### config.mk
export PLATFORM = sky130hd
export DESIGN_NAME = bresenham_octant_line
export DESIGN_NICKNAME = d
export VERILOG_FILES = /design/src/hw/rtl/bol_pkg.sv /design/src/hw/rtl/bol_in_reg.sv /design/src/hw/rtl/bol_setup.sv /design/src/hw/rtl/bol_step.sv /design/src/hw/rtl/bresenham_octant_line.sv
export SDC_FILE = /design/constraint.sdc
export NUM_CORES = 1
export LEC_CHECK = 0
export BUFFER_PORTS_ARGS = -buffer_cell sky130_fd_sc_hd__buf_2
export CAP_MARGIN = 20
export CELL_PAD_IN_SITES_DETAIL_PLACEMENT = 0
export CELL_PAD_IN_SITES_GLOBAL_PLACEMENT = 1
export CORE_MARGIN = 2
export CORE_UTILIZATION = 35
export DETAILED_ROUTE_END_ITERATION = 6
export PLACE_DENSITY_LB_ADDON = 0.2
export SETUP_SLACK_MARGIN = 0.15
export SLEW_MARGIN = 0
export SYNTH_ARGS = -nofsm -noshare
export SYNTH_HDL_FRONTEND = slang
export SYNTH_HIERARCHICAL = 1
export SYNTH_SLANG_ARGS = --single-unit
### constraint.sdc
create_clock -name clk -period 13.42 [get_ports clk]
set_clock_uncertainty 0.1 [all_clocks]
set_input_delay 0.671 -clock clk [delete_from_list [all_inputs] [get_ports clk]]
set_output_delay 0.671 -clock clk [all_outputs]
set_load 0.05 [all_outputs]
### src/hw/rtl/bol_pkg.sv
package bol_pkg;

  // coordinate and field widths
  localparam int COORD_W = 16;
  localparam int PIX_W   = 12;
  localparam int DIFF_W  = COORD_W + 1;
  localparam int TWICE_W = COORD_W + 2;
  localparam int DEC_W   = COORD_W + 3;
  localparam int CMP_W   = ((COORD_W > PIX_W) ? COORD_W : PIX_W) + 1;

  // stream payload widths
  localparam int IN_DATA_W  = 4 * COORD_W;
  localparam int OUT_DATA_W = ((2 * PIX_W + 7) / 8) * 8;

  // screen size after reset
  localparam logic [PIX_W-1:0] WIDTH_RST  = PIX_W'(1920);
  localparam logic [PIX_W-1:0] HEIGHT_RST = PIX_W'(1080);

  // request kinds
  localparam logic MODE_START = 1'b0;
  localparam logic MODE_STEP  = 1'b1;

  typedef logic signed [COORD_W-1:0] coord_t;

  typedef struct packed {
    logic   mode;
    coord_t start_x;
    coord_t start_y;
    coord_t end_x;
    coord_t end_y;
  } in_item_t;

  typedef struct packed {
    coord_t                    pos_x;
    coord_t                    pos_y;
    coord_t                    major_end;
    logic signed [DEC_W-1:0]   decision;
    logic [TWICE_W-1:0]        twice_major;
    logic [TWICE_W-1:0]        twice_minor;
    logic                      minor_neg;
    logic                      steep;
  } line_t;

  typedef struct packed {
    logic             valid;
    logic [PIX_W-1:0] x;
    logic [PIX_W-1:0] y;
    logic             last;
  } pixel_t;

  // pixel lies inside 0 <= x < w and 0 <= y < h
  function automatic logic on_screen(coord_t x, coord_t y,
                                     logic [PIX_W-1:0] w, logic [PIX_W-1:0] h);
    logic signed [CMP_W-1:0] xs;
    logic signed [CMP_W-1:0] ys;
    logic signed [CMP_W-1:0] ws;
    logic signed [CMP_W-1:0] hs;
    xs = {{(CMP_W-COORD_W){x[COORD_W-1]}}, x};
    ys = {{(CMP_W-COORD_W){y[COORD_W-1]}}, y};
    ws = {{(CMP_W-PIX_W){1'b0}}, w};
    hs = {{(CMP_W-PIX_W){1'b0}}, h};
    return !x[COORD_W-1] && !y[COORD_W-1] && (xs < ws) && (ys < hs);
  endfunction

endpackage

### src/hw/rtl/bol_in_reg.sv
module bol_in_reg
  import bol_pkg::*;
(
  input  logic                 clk,
  input  logic                 rst_n,
  input  logic                 in_tvalid,
  output logic                 in_tready,
  input  logic [IN_DATA_W-1:0] in_tdata,   // start_x, start_y, end_x, end_y
  input  logic                 in_tuser,   // mode
  input  logic                 take,
  output logic                 item_vld,
  output in_item_t             item
);

  logic     vld_r;
  logic     vld_nxt;
  in_item_t item_r;

  // free slot, or the held request leaves this cycle
  assign in_tready = !vld_r || take;
  assign vld_nxt   = in_tvalid || (vld_r && !take);

  always_ff @(posedge clk) begin
    if (!rst_n) begin
      vld_r <= 1'b0;
    end else if (in_tready) begin
      vld_r <= vld_nxt;
    end
  end

  // payload capture
  always_ff @(posedge clk) begin
    if (in_tready && in_tvalid) begin
      item_r.mode    <= in_tuser;
      item_r.start_x <= in_tdata[COORD_W-1:0];
      item_r.start_y <= in_tdata[2*COORD_W-1:COORD_W];
      item_r.end_x   <= in_tdata[3*COORD_W-1:2*COORD_W];
      item_r.end_y   <= in_tdata[4*COORD_W-1:3*COORD_W];
    end
  end

  assign item_vld = vld_r;
  assign item     = item_r;

endmodule

### src/hw/rtl/bol_setup.sv
module bol_setup
  import bol_pkg::*;
(
  input  in_item_t         item,
  input  logic [PIX_W-1:0] width,
  input  logic [PIX_W-1:0] height,
  output line_t            line,
  output logic             active
);

  logic signed [DIFF_W-1:0] diff_x;
  logic signed [DIFF_W-1:0] diff_y;
  logic [DIFF_W-1:0]        adx;
  logic [DIFF_W-1:0]        ady;
  logic [DIFF_W-1:0]        maj;
  logic [DIFF_W-1:0]        mnr;
  logic                     steep;
  logic                     swap;
  coord_t                   m0;
  coord_t                   m1;

  // absolute deltas
  assign diff_x = {item.end_x[COORD_W-1], item.end_x} - {item.start_x[COORD_W-1], item.start_x};
  assign diff_y = {item.end_y[COORD_W-1], item.end_y} - {item.start_y[COORD_W-1], item.start_y};
  assign adx    = diff_x[DIFF_W-1] ? DIFF_W'(-diff_x) : DIFF_W'(diff_x);
  assign ady    = diff_y[DIFF_W-1] ? DIFF_W'(-diff_y) : DIFF_W'(diff_y);

  // octant choice and endpoint order
  assign steep = (ady >= adx);
  assign swap  = steep ? (item.start_y >= item.end_y) : (item.start_x >= item.end_x);
  assign maj   = steep ? ady : adx;
  assign mnr   = steep ? adx : ady;
  assign m0    = steep ? item.start_x : item.start_y;
  assign m1    = steep ? item.end_x : item.end_y;

  always_comb begin
    line.steep       = steep;
    line.minor_neg   = swap ? (m0 < m1) : (m1 < m0);
    line.twice_major = {maj, 1'b0};
    line.twice_minor = {mnr, 1'b0};
    line.decision    = $signed({1'b0, mnr, 1'b0}) - $signed({2'b00, maj});
    line.pos_x       = swap ? item.end_x : item.start_x;
    line.pos_y       = swap ? item.end_y : item.start_y;
    if (steep) begin
      line.major_end = swap ? item.start_y : item.end_y;
    end else begin
      line.major_end = swap ? item.start_x : item.end_x;
    end
  end

  assign active = on_screen(line.pos_x, line.pos_y, width, height);

endmodule

### src/hw/rtl/bol_step.sv
module bol_step
  import bol_pkg::*;
(
  input  line_t            cur,
  input  logic             active,
  input  logic [PIX_W-1:0] width,
  input  logic [PIX_W-1:0] height,
  output line_t            nxt,
  output logic             active_nxt,
  output pixel_t           pix
);

  logic                      draw;
  logic                      at_end;
  logic                      dec_pos;
  logic                      last;
  coord_t                    major;
  coord_t                    minor;
  coord_t                    minor_nxt;
  coord_t                    nx;
  coord_t                    ny;
  logic signed [DEC_W:0]     dec_ext;
  logic signed [DEC_W:0]     dec_sum;

  assign draw   = active && on_screen(cur.pos_x, cur.pos_y, width, height);
  assign major  = cur.steep ? cur.pos_y : cur.pos_x;
  assign minor  = cur.steep ? cur.pos_x : cur.pos_y;
  assign at_end = (major >= cur.major_end);

  // decision update and minor move
  assign dec_pos   = (cur.decision > 0);
  assign minor_nxt = !dec_pos ? minor :
                     (cur.minor_neg ? minor - coord_t'(1) : minor + coord_t'(1));
  assign dec_ext   = {cur.decision[DEC_W-1], cur.decision};
  assign dec_sum   = dec_ext
                     - (dec_pos ? $signed({2'b00, cur.twice_major}) : '0)
                     + $signed({2'b00, cur.twice_minor});

  // major axis always advances by one
  assign nx = cur.steep ? minor_nxt : cur.pos_x + coord_t'(1);
  assign ny = cur.steep ? cur.pos_y + coord_t'(1) : minor_nxt;

  assign last = at_end || !on_screen(nx, ny, width, height);

  always_comb begin
    nxt = cur;
    if (draw && !at_end) begin
      nxt.pos_x    = nx;
      nxt.pos_y    = ny;
      nxt.decision = dec_sum[DEC_W-1:0];
    end
  end

  assign active_nxt = draw && !last;

  // result, all zero when nothing is drawn
  assign pix.valid = draw;
  assign pix.x     = draw ? PIX_W'(cur.pos_x) : '0;
  assign pix.y     = draw ? PIX_W'(cur.pos_y) : '0;
  assign pix.last  = draw && last;

endmodule

### src/hw/rtl/bresenham_octant_line.sv
// a step request's pixel is registered and appears on out_ in the cycle after the request is taken
// throughput: one request per clock unless held; a start request gives no result and needs no output space
// a request waits only while a step request is held and the output register is full and not
// being taken
// reset (rst_n low, synchronous): no line active, screen size 1920 x 1080
module bresenham_octant_line
  import bol_pkg::*;
(
  input  logic                  clk,
  input  logic                  rst_n,
  input  logic                  in_tvalid,
  output logic                  in_tready,
  input  logic [IN_DATA_W-1:0]  in_tdata,    // start_x, start_y, end_x, end_y
  input  logic                  in_tuser,    // mode
  output logic                  out_tvalid,
  input  logic                  out_tready,
  output logic [OUT_DATA_W-1:0] out_tdata,   // pixel_x, pixel_y
  output logic                  out_tuser,   // pixel_valid
  output logic                  out_tlast,   // last
  input  logic                  cfg_psel,
  input  logic                  cfg_penable,
  input  logic                  cfg_pwrite,
  input  logic [2:0]            cfg_paddr,
  input  logic [31:0]           cfg_pwdata,
  output logic [31:0]           cfg_prdata,
  output logic                  cfg_pready
);

  localparam logic REG_WIDTH  = 1'b0;
  localparam logic REG_HEIGHT = 1'b1;

  logic [PIX_W-1:0] width_r;
  logic [PIX_W-1:0] height_r;
  logic             cfg_wr;

  in_item_t item;
  logic     item_vld;
  logic     fire;
  logic     out_free;

  line_t    line_r;
  line_t    line_nxt;
  logic     active_r;
  logic     active_nxt;
  line_t    setup_line;
  logic     setup_active;
  line_t    step_line;
  logic     step_active;
  pixel_t   step_pix;
  pixel_t   pix_r;
  logic     out_vld_r;
  logic     out_vld_nxt;

  // configuration registers
  assign cfg_pready = 1'b1;
  assign cfg_wr     = cfg_psel && cfg_penable && cfg_pwrite && cfg_pready;
  assign cfg_prdata = (cfg_paddr[2] == REG_HEIGHT) ? {{(32-PIX_W){1'b0}}, height_r}
                                                   : {{(32-PIX_W){1'b0}}, width_r};

  always_ff @(posedge clk) begin
    if (!rst_n) begin
      width_r  <= WIDTH_RST;
      height_r <= HEIGHT_RST;
    end else if (cfg_wr) begin
      if (cfg_paddr[2] == REG_WIDTH) begin
        width_r <= cfg_pwdata[PIX_W-1:0];
      end else begin
        height_r <= cfg_pwdata[PIX_W-1:0];
      end
    end
  end

  // input register
  bol_in_reg u_in_reg (
    .clk       (clk),
    .rst_n     (rst_n),
    .in_tvalid (in_tvalid),
    .in_tready (in_tready),
    .in_tdata  (in_tdata),
    .in_tuser  (in_tuser),
    .take      (fire),
    .item_vld  (item_vld),
    .item      (item)
  );

  // a start request never needs output space
  assign out_free = !out_vld_r || out_tready;
  assign fire     = item_vld && ((item.mode == MODE_START) || out_free);

  bol_setup u_setup (
    .item   (item),
    .width  (width_r),
    .height (height_r),
    .line   (setup_line),
    .active (setup_active)
  );

  bol_step u_step (
    .cur        (line_r),
    .active     (active_r),
    .width      (width_r),
    .height     (height_r),
    .nxt        (step_line),
    .active_nxt (step_active),
    .pix        (step_pix)
  );

  // line state
  assign line_nxt   = (item.mode == MODE_START) ? setup_line : step_line;
  assign active_nxt = (item.mode == MODE_START) ? setup_active : step_active;

  always_ff @(posedge clk) begin
    if (!rst_n) begin
      line_r   <= '0;
      active_r <= 1'b0;
    end else if (fire) begin
      line_r   <= line_nxt;
      active_r <= active_nxt;
    end
  end

  // output register
  assign out_vld_nxt = (fire && (item.mode == MODE_STEP)) || (out_vld_r && !out_tready);

  always_ff @(posedge clk) begin
    if (!rst_n) begin
      out_vld_r <= 1'b0;
    end else begin
      out_vld_r <= out_vld_nxt;
    end
  end

  always_ff @(posedge clk) begin
    if (fire && (item.mode == MODE_STEP)) begin
      pix_r <= step_pix;
    end
  end

  assign out_tvalid = out_vld_r;
  assign out_tuser  = pix_r.valid;
  assign out_tlast  = pix_r.last;
  assign out_tdata  = OUT_DATA_W'({pix_r.y, pix_r.x});

  // checks
  a_empty_result_zero: assert property (@(posedge clk) disable iff (!rst_n)
    (out_tvalid && !out_tuser) |-> (out_tdata == '0 && !out_tlast))
    else $error("empty result carries data");

  a_last_ends_line: assert property (@(posedge clk) disable iff (!rst_n)
    (fire && item.mode == MODE_STEP && step_pix.last) |=> !active_r)
    else $error("line still active after last pixel");

  a_major_bound: assert property (@(posedge clk) disable iff (!rst_n)
    active_r |-> ((line_r.steep ? line_r.pos_y : line_r.pos_x) <= line_r.major_end))
    else $error("major coordinate passed line end");

  a_ready_when_empty: assert property (@(posedge clk) disable iff (!rst_n)
    !item_vld |-> in_tready)
    else $error("input stalled with empty register");

endmodule
After elaboration in Yosys (flattened, before gate mapping)
Cells that the tools add are included.
{ "word_totals": {"register_bits": 221, "latchBits": 0, "ramBits": 0, "rom_bits": 0, "in_bits": 107, "output_inout_bits": 61, "word_cells": 117, "memories": 0} }
{ "op_classes": {"n_addsub": 11, "n_mul": 0, "n_div": 0, "magnitude_cmp": 13, "eq_ne": 1, "shifts": 0, "mux": 25, "n_bitwise": 2, "n_reduce_logical": 43} }
{ "op_table": {"columns": ["cell", "n"], "rows": [
  ["two-way mux 16 bit", 13],
  ["two-way mux 105 bit", 1],
  ["< comparator 16 x 13 -> 1 bit", 6],
  ["two-way mux 17 bit", 4],
  ["adder 16 x 2 -> 16 bit (second input constant)", 3],
  ["greater-or-equal comparator 16 bit", 3],
  ["negator 17 bit", 2],
  ["subtractor 16 x 16 -> 17 bit", 2],
  ["< comparator 16 bit", 2],
  ["two-way mux 32 bit", 1],
  ["logical AND 1 bit", 20],
  ["adder 19 x 18 -> 19 bit", 1],
  ["> comparator 19 x 1 -> 1 bit (second input constant)", 1],
  ["two-way mux 19 bit", 1],
  ["subtractor 18 x 17 -> 19 bit", 1],
  ["subtractor 19 x 18 -> 19 bit", 1],
  ["two-way mux 18 bit", 1],
  ["greater-or-equal comparator 17 bit", 1],
  ["subtractor 16 x 2 -> 16 bit (second input constant)", 1],
  ["zero test 1 bit", 13],
  ["two-way mux 12 bit", 1],
  ["AND reduction 2 bit", 4],
  ["logical OR 1 bit", 6],
  ["two-way mux 1 bit", 3],
  ["other kinds (2)", 3]
]} }

Depth between registers and ports, before layout
Gate-level depths: netlist of run 1.
{ "logic_depth": {"word_depth": 14, "ltp_mapped": 45, "ltp_nobuf": 42} }

Cells and area by module
Netlist of run 1, hierarchy kept.
{ "modules_own_cells": {"columns": ["module", "n_inst", "cells_per_inst", "area_per_inst_um2", "seq_area_each_um2"], "rows": [
  ["bresenham_octant_line", 1, 645, 7053.0, 3403.3],
  ["bol_step", 1, 921, 6348.6, 0.0],
  ["bol_setup", 1, 1005, 6324.8, 0.0],
  ["bol_in_reg", 1, 70, 2009.4, 1971.9]
]} }

Worst setup path before layout of run 1
OpenSTA, ideal clock, no wires.
{ "synth_path": {"path_kind": "register to register", "start": "reg u_in_reg.item_r (netlist bit u_in_reg/item[32])", "end": "reg line_r[52] (netlist bit)", "setup_ps": 116, "arrival_time_ps": 8514, "slack_ps": 4690, "stages_incl_launch_ff": 44, "n_path_buf": 3, "path_cell_list": "edfxtp_1 -> ha_1 -> fa_1 -> nand2b_1 -> a211oi_2 -> o22a_1 -> a21oi_1 -> mux2i_1 -> clkbuf_1 -> o21ai_0 -> ha_1 -> nor2b_1 -> o21a_1 -> o21a_1 -> o21ai_0 -> a21oi_1 -> a2111oi_0 -> o21ai_0 -> [8 not listed] -> fa_1 -> nor2b_1 -> o21ai_0 -> a21boi_0 -> o21ai_0 -> a21boi_0 -> o21ai_0 -> a21boi_0 -> o21ai_0 -> a21boi_0 -> o21ai_0 -> a21boi_0 -> o21a_1 -> nor2_1 -> xnor2_1 -> mux2i_1 -> nand3_1 -> o211a_1"} }
{ "synth_rtl": {"columns": ["item", "line_no", "text"], "rows": [
  ["start, declared", "bol_in_reg.sv:17", "in_item_t item_r;"],
  ["end signal, assigned", "bresenham_octant_line.sv:117", "line_r <= line_nxt;"],
  ["end, declared", "bresenham_octant_line.sv:41", "line_t line_r;"]
]} }

==> results of run 1 <==
==> power by group through the flow <==
| stage | Sequential [mW] | Combinational [mW] | Clock (mW) |
|---|---|---|---|
| after floorplan | 0.840 | 2.35 | 0 |
| after global placement | 0.872 | 3.15 | 0 |
| after detailed placement | 0.874 | 3.18 | 0 |
| after CTS | 0.860 | 3.20 | 0.860 |
| after global routing | 0.870 | 3.59 | 0.886 |
| final | 0.860 | 3.23 | 0.836 |
==> cells by family after synthesis <==
group                      Yosys count
xor gates and xnor gates           112
and+or+nand+nor                    794
other                                3
buffers and inverters              443
AOI/OAI and AO/OA                  653
DFF                                223
muxes                              190
adders and majority gates          223
==> state kept, by name (all words and copies together) (netlist names) <==
signal and count:
out_tuser 1, out_tdata 24, height_r 12, width_r 12, active_r 1, line_r 105, u_in_reg/item 65, out_tvalid 1
u_in_reg/item_vld 1, out_tlast 1
==> critical path, delay by kind of cell (launching register included) <==
family,cells,cell delay (ps)
AO/OA/AOI/OAI,26,6640
buffers and inverters,3,420
AND/OR/NAND/NOR,6,860
flip-flops,1,430
adder cells (fa/ha/maj),5,1810
multiplexers,1,110
==> placed cells by master, fill, tap and decap left out, types with 65 or more instances in the layout <==
| cell type | netlist | layout |
|---|---|---|
| dfxtp_1 | 132 | 130 |
| ha_1 | 200 | 200 |
| edfxtp_1 | 91 | 91 |
| buf_2 | 28 | 123 |
| o211a_1 | 120 | 120 |
| nand2_1 | 263 | 263 |
| nor2_1 | 146 | 145 |
| o21ai_0 | 131 | 131 |
| xnor2_1 | 65 | 65 |
| nand3_1 | 155 | 155 |
| mux2i_1 | 135 | 135 |
| a21oi_1 | 161 | 161 |
| inv_1 | 212 | 212 |
==> per-stage QoR <==
step	instances	hold slack (ps)	area, um2	power [mW]	util
2_1_floorplan	2661	358.4	21810	3.185	-
3_3_place_gp	3415	374.4	22420	4.017	0.3640
3_5_place_dp	3415	385.6	22420	4.052	0.3640
4_1_cts	3467	119.1	23450	4.916	0.3807
5_1_grt	3470	127.1	23500	5.342	0.3814
6_report	3470	156.7	23500	4.923	0.3814
==> how the worst max path moves through the flow <==
stage                      startpoint          to  slack, ps  cells past startpoint
finish              u_in_reg/item[16]  line_r[56]       2970                     41
global route        u_in_reg/item[16]  line_r[52]       2060                     43
CTS                 u_in_reg/item[16]  line_r[56]       3010                     41
detailed placement  u_in_reg/item[48]  line_r[56]       3060                     40
global placement    u_in_reg/item[16]  line_r[56]       3130                     41
floorplan           u_in_reg/item[32]  line_r[52]       4690                     43
==> layer usage <==
layer / wire [um] / share of wire / track usage
met1: 34830 / 0.48 / 0.3184
met2: 32510 / 0.45 / 0.3580
met3: 3340 / 0.046 / 0.01655
met4: 1944 / 0.027 / 0.06323
met5: 0 / 0 / 0
==> final cells by class <==
type                       instances  share of cell area
sequential                       223              0.2290
multi-input combinational       1995              0.6129
inverter                         213             0.03403
timing repair buffer             150             0.03578
clock inverter                    11            0.005538
clock buffer                      41             0.03823
tap                              837             0.04457
==> results.toml, run 1 <==
[outcome]
status = "finished, final reports clean"

[timing]
worst_pin_slew_ps = 978.3
slew_headroom = 0.3409
min_period_over_period = 0.7790
hold_viol = 0
slew_violations = 0
period_needed_ps = 10450
setup_viol = 0
max_freq_ghz = 0.09565
fin_ws_ps = 2965
tns_ps = 0
grt_setup_unrepaired = "no"

[floorplanning]
num_rows = 91
core-area_mm2 = 0.06160
start_util = 0.3529
die-height_um = 253.2
die_area_mm2 = 0.06411
die_w_um = 253.2
io_pins = 168

[logic_synthesis]
yosys.area_share.simple = 0.1773
yosysMostFrequentCell = "nand2_1"
seq_area_frac_synth = 0.2473
netlist_area_mm2 = 0.02174
ys_top_cells_by_area = "edfxtp_1, dfxtp_1, ha_1"
yosysTopAreaCell = "edfxtp_1"
synth_common_cells = "nand2_1, inv_1, ha_1"
synth_edf_count = 91
synthAdderAreaFrac = 0.1359
synth_top_area_frac = 0.1257
ys_dominant_reg_cell = "dfxtp_1"
syn_inst = 2641
synth_xor_area_frac = 0.04617
muxShareOfSynthArea = 0.09084
async_flop_share = 0
postSynthAreaPerCell_um2 = 8.230
ys_ff_latch = 223
synth_top_family_by_area = "compound AO/OA/AOI/OAI gates"
ys_warn_count = 6
synthDistinctLibCells = 98
synth_compound_area_frac = 0.2073

[worst_setup_path]
crit_fanout = 59
endpoint_kind = "flip-flop"
cp.required_ps = 13840
timing.rr.start = "u_in_reg/item[16]"
cp_slowest_cell = "a21oi_1"
reg2reg_depth = 41
crit_type = "flip-flop to flip-flop"
worstPathArrival_ps = 10880
r2r_slack_ps = 2970
path_common_cell = "o21ai_0"
critPathLaunchType = "flip-flop"
slowest_delay_ps = 610
reg2reg_to = "line_r[56]"

[route]
totalWireLength_mm = 72.63
wl_per_cell_um = 20.93
ant_nets = 0
drc_errors = 0
avgViaCountPerCell = 5.530
dr.pass1.iters = 6
drtIter0Drc = 1403
num_vias = 19190

[finish]
final_layout_size_suffix_gt1_frac = 0.1075
n_antenna_cell = 0
syn2layout_area_growth_pct = 8.099
fin_nets = 2941
fill_cells = 6352
ff_latch_area_mm2 = 0.005380
multiInputGateArea_mm2 = 0.01440

[place]
portBuffers = 124
gp_congestion = 0.9413
dpl_worst_slack_ps = 3061
dpl.hpwl_mm = 55.36

[power]
swShare = 0.4969
powerDensity_mw_per_mm2 = 209.5
combPwrFrac = 0.655
seq_power_share = 0.175
clkPwrFrac = 0.170
peakVddDrop_uv = 129.0
p_leak_nw = 11.39
p_sw_mw = 2.446
intPower_mw = 2.477

[clock_network]
ctsResizeCount = 0
cts_max_level = 1
clk_pin_slew_ps = 60
clockBufferDepth = 3
numClockSinks = 223
cts_root_buf = "clkbuf_16"
clock_latency_ps = 600
numCtsBuffers = 29
hold_buffers = 0
cts_setup_buffers = 0
cts_tree = "yes"

[grt]
overflow = 0
antenna_found_initial = 0
grt_pass1_wl_mm = 110.8
grt_max_degree = 84
grt_pass1_vias = 18350
track_usage = 0.2226

[job]
max_cap_viol_count = 0

[min_path]
hold_depth = 1
hold_start = "in_tdata[27]"
hold_end = "u_in_reg/item[43]"
hold_class = "input pin to flip-flop"
(Power assumes the default switching activity.)
==> inputs of run 2 (changes only) <==
- clock period: 13.42 -> 9.35 ns (I/O delays scaled with it)
==> run 2 against run 1 <==
  * Sequential power up 44%
  * Highest routed layer unchanged
  * Critical path type unchanged
  * Largest cell class unchanged
  * Sequential share of layout area is 0.91 points lower
  * Cell count rose by 3.2%
  * First-iteration DRC count grew 2.1%
  * Critical endpoint is now active_r
  * Core utilization rose by 1.6 points
  * Clock-buffer cell count down 2
==> results.toml, run 2 (synthesis results as in run 1) <==
[floorplanning]
die-height_um = 253.2
start_util = 0.3529
core-area_mm2 = 0.06160
num_rows = 91
io_pins = 168
die_area_mm2 = 0.06411
die_w_um = 253.2

[clock_network]
clockBufferDepth = 3
cts_tree = "yes"
clk_pin_slew_ps = 60
numClockSinks = 223
cts_max_level = 1
cts_root_buf = "clkbuf_16"
numCtsBuffers = 28
clock_latency_ps = 600

[finish]
stdcell_count = 3581
mostFrequentLayoutCells = "nand2_1, inv_1, ha_1, a21oi_1, nand3_1"
utilization = 0.3972
largest_register_ffs = 105
regMostFlops = "line_r"
syn2layout_area_growth_pct = 12.55
mostFrequentLayoutCell = "nand2_1"
fin_nets = 3051
final_layout_size_suffix_gt1_frac = 0.1170

[timing]
tns_ps = 0
slew_headroom = 0.2832
min_period_over_period = 0.9394
period_needed_ps = 8784
setup_viol = 0
grt_setup_unrepaired = "yes"
slew_violations = 0
hold_viol = 0
max_freq_ghz = 0.1138
fin_ws_ps = 566.5
worst_pin_slew_ps = 1064

[grt]
overflow = 0
track_usage = 0.2268
grt_max_degree = 91
grt_pass1_wl_mm = 112.4
grt_pass1_vias = 18880
antenna_found_initial = 1

[route]
drtIter0Drc = 1433
avgViaCountPerCell = 5.438
ant_nets = 0
wl_per_cell_um = 20.65
dr.pass1.iters = 6
totalWireLength_mm = 73.95
drc_errors = 0
num_vias = 19470

[worst_setup_path]
crit_type = "flip-flop to flip-flop"
crit_fanout = 25
cp.required_ps = 9800
cp_slowest_cell = "a2111oi_1"
slowest_delay_ps = 740
path_common_cell = "or3_1"
worstPathArrival_ps = 9230
path_delay_family = "simple AND/OR/NAND/NOR gates"
endpoint_kind = "flip-flop"
critPathLaunchType = "flip-flop"
cp_num_buf_inv = 2

[place]
place_inst = 3453
dpl_worst_slack_ps = 191.8
portBuffers = 124
dpl.hpwl_mm = 56.10
gp_congestion = 0.9413

[power]
p_leak_nw = 11.85
finalPower_mw = 7.233
powerDensity_mw_per_mm2 = 295.6
peakVddDrop_uv = 189.2

[outcome]
status = "finished, final reports clean"

[job]
max_cap_viol_count = 0

[min_path]
hold_class = "input pin to flip-flop"
run 2: what timing repair did:
item / CTS / global route
hold buffers: 73 / 0
endpoints found under the setup margin: 2 / 7
endpoints found under the hold margin: 80 / 0
pin swaps: 0 / 2
setup buffers: 0 / 2
resized for setup: 2 / 19
gates cloned: 0 / 0
run 2: worst paths after layout:
kind | from | cells after the start | to | slack, ps
worst max-delay path | u_in_reg/item[32] | 29 | active_r | 570
worst min-delay path | cfg_pwdata[1] | 3 | height_r[1] | 40
worst max register to register | u_in_reg/item[32] | 29 | active_r | 570
worst min register to register | active_r | 1 | active_r | 400
run 2: area by class of cell:
type                            instances  area [um2]
Sequential cell                       223        5380
Inverter                              213       799.5
Antenna cell                            1       2.502
Clock inverter                         12       142.6
Fill cell                            6247       37130
Tap cell                              837        1047
Clock buffer                           39       802.0
Multi-Input combinational cell       1995       14440
Timing Repair Buffer                  261        1851
run 2: report_power, final:
part	internal, mW	switching, mW
Clock	0.654	0.469
Sequential	1.11	0.132
Combinational	1.91	2.96
run 2: metrics by stage:
stage / hold WS (ps) / cell area (um2)
6_report: 39.49 / 24460
2_1_floorplan: 358.4 / 21810
4_1_cts: 6.036 / 24400
3_5_place_dp: 379.8 / 22720
5_1_grt: 35.76 / 24460
3_3_place_gp: 377.1 / 22720
run 2: worst reg2reg max path: cells and delay by family (launching register included):
family | cells | cell delay, ps
DFF | 1 | 450
buffers and inverters | 2 | 400
and+or+nand+nor | 11 | 3480
adders and majority gates | 4 | 1240
muxes | 1 | 140
AOI/OAI and AO/OA | 11 | 2960
run 2: metal layers:
metal | GRT usage | vias to the layer above | share of wire
met5 | 0 | - | 0
met2 | 0.3568 | 527 | 0.43
met4 | 0.07117 | 0 | 0.032
li1 | - | 9513 | -
met3 | 0.02745 | 100 | 0.053
met1 | 0.3219 | 9332 | 0.48
==> inputs of run 3 (changes only) <==
- BUFFER_PORTS_ARGS: -buffer_cell sky130_fd_sc_hd__buf_2 -> default
- DONT_BUFFER_PORTS: default -> 1
==> run 3 against run 2 <==
  * First-iteration DRC count increased by 6.8%
  * Maximum frequency increased by 1.1%
  * Total power increased by 1.8%
  * Worst hold slack better by 250 ps
==> results.toml, run 3 (synthesis results as in run 1) <==
[floorplanning]
die_area_mm2 = 0.06411
num_rows = 91
die_w_um = 253.2
io_pins = 168
core-area_mm2 = 0.06160
die-height_um = 253.2
start_util = 0.3529

[finish]
final_layout_size_suffix_gt1_frac = 0.07727
mostFrequentLayoutCells = "nand2_1, inv_1, ha_1, a21oi_1, nand3_1"
syn2layout_area_growth_pct = 10.97
fin_nets = 2946
regMostFlops = "line_r"
mostFrequentLayoutCell = "nand2_1"
n_antenna_cell = 0
largest_register_ffs = 105
fill_cells = 6244

[timing]
tns_ps = 0
fin_ws_ps = 658.9
min_period_over_period = 0.9295
hold_viol = 0
slew_headroom = 0.3428
slew_violations = 0
worst_pin_slew_ps = 980.7
period_needed_ps = 8691
setup_viol = 0
max_freq_ghz = 0.1151
grt_setup_unrepaired = "yes"

[grt]
track_usage = 0.2318
antenna_found_initial = 0
overflow = 0
grt_max_degree = 138
grt_pass1_vias = 18510
grt_pass1_wl_mm = 114.3

[route]
dr.pass1.iters = 6
wl_per_cell_um = 21.77
num_vias = 19330
drtIter0Drc = 1530
totalWireLength_mm = 75.68
avgViaCountPerCell = 5.558
drc_errors = 0
ant_nets = 0

[worst_setup_path]
worstPathArrival_ps = 9080
endpoint_kind = "flip-flop"
critPathLaunchType = "flip-flop"
slowest_delay_ps = 470
timing.rr.start = "u_in_reg/item[48]"
crit_fanout = 86
cp.required_ps = 9740
cp_slowest_cell = "edfxtp_1"
reg2reg_to = "line_r[1]"
crit_type = "flip-flop to flip-flop"
reg2reg_depth = 41
r2r_slack_ps = 660

[clock_network]
cts_tree = "yes"
clock_latency_ps = 600
numCtsBuffers = 30
cts_setup_buffers = 0
cts_max_level = 1
clockBufferDepth = 3
numClockSinks = 223
clk_pin_slew_ps = 60
cts_root_buf = "clkbuf_16"

[power]
intPower_mw = 3.770
clkPwrFrac = 0.172
swShare = 0.4878
seq_power_share = 0.171
combPwrFrac = 0.657
p_leak_nw = 11.49
powerDensity_mw_per_mm2 = 305.1
peakVddDrop_uv = 182.1
p_sw_mw = 3.590

[outcome]
status = "finished, final reports clean"

[job]
max_cap_viol_count = 0

[place]
dpl.hpwl_mm = 56.49
portBuffers = 0
dpl_worst_slack_ps = 371.9
gp_congestion = 0.9785

[min_path]
hold_start = "rst_n"
hold_class = "input pin to flip-flop"
hold_end = "line_r[72]"
hold_depth = 2
[run 3: area by class of cell]
class | instances | area (um2) | area share
clock inverters | 20 | 279.0 | 0.01157
multi-input cells | 1995 | 14430 | 0.5980
flip-flops and latches | 223 | 5380 | 0.2231
clock buffers | 35 | 790.8 | 0.03278
inverters | 213 | 799.5 | 0.03315
repair buffers | 154 | 1399 | 0.05799
well taps | 837 | 1047 | 0.04342
[run 3: routing by layer]
| metal | vias to the layer above | wire length, um | track usage | part of all wire |
|---|---|---|---|---|
| met2 | 522 | 33300 | 0.3655 | 0.44 |
| met3 | 112 | 3390 | 0.02262 | 0.045 |
| li1 | 9314 | - | - | - |
| met1 | 9378 | 36380 | 0.3312 | 0.48 |
| met4 | 0 | 2607 | 0.07422 | 0.034 |
| met5 | - | 0 | 0 | 0 |
[run 3: how the worst max path moves through the flow]
stage | from | to | slack, ps | cells after the start
after detailed placement | u_in_reg/item[32] | line_r[56] | 370 | 42
after floorplan | u_in_reg/item[32] | line_r[52] | 620 | 43
after global routing | u_in_reg/item[16] | line_r[56] | 140 | 43
final | u_in_reg/item[48] | line_r[1] | 660 | 41
after CTS | u_in_reg/item[32] | line_r[56] | 290 | 41
after global placement | u_in_reg/item[0] | line_r[56] | 420 | 43
[run 3: through the flow]
step           hold slack [ps]  instance area [um2]  instances    util  power (mW)
2_1_floorplan            358.4                21810       2661       -       4.572
3_5_place_dp             383.6                22160       3337  0.3597       5.982
5_1_grt                  282.0                24120       3477  0.3916       7.953
3_3_place_gp             377.5                22160       3337  0.3597       5.937
6_report                 289.6                24120       3477  0.3916       7.360
4_1_cts                  219.0                24100       3477  0.3912       7.332
[run 3: power by group through the flow]
| stage | sequential (mW) | clock [mW] | combinational, mW |
|---|---|---|---|
| after global placement | 1.27 | 0 | 4.66 |
| after global routing | 1.27 | 1.33 | 5.35 |
| after CTS | 1.26 | 1.30 | 4.77 |
| final | 1.26 | 1.27 | 4.84 |
| after detailed placement | 1.28 | 0 | 4.70 |
| after floorplan | 1.21 | 0 | 3.37 |
[run 3: worst max-delay path: cells and delay by family (launching register included)]
kind | cells | cell delay, ps
buffers and inverters | 1 | 280
DFF | 1 | 470
AOI/OAI and AO/OA | 22 | 4330
adders and majority gates | 5 | 1690
and+or+nand+nor | 11 | 1100
muxes | 2 | 540
[run 3: timing repair]
| action | 4_1_cts | 5_1_grt |
|---|---|---|
| endpoints found under the hold margin | 197 | 0 |
| setup endpoints to repair | 0 | 6 |
| hold buffers | 85 | 0 |
| resized for setup | 0 | 14 |
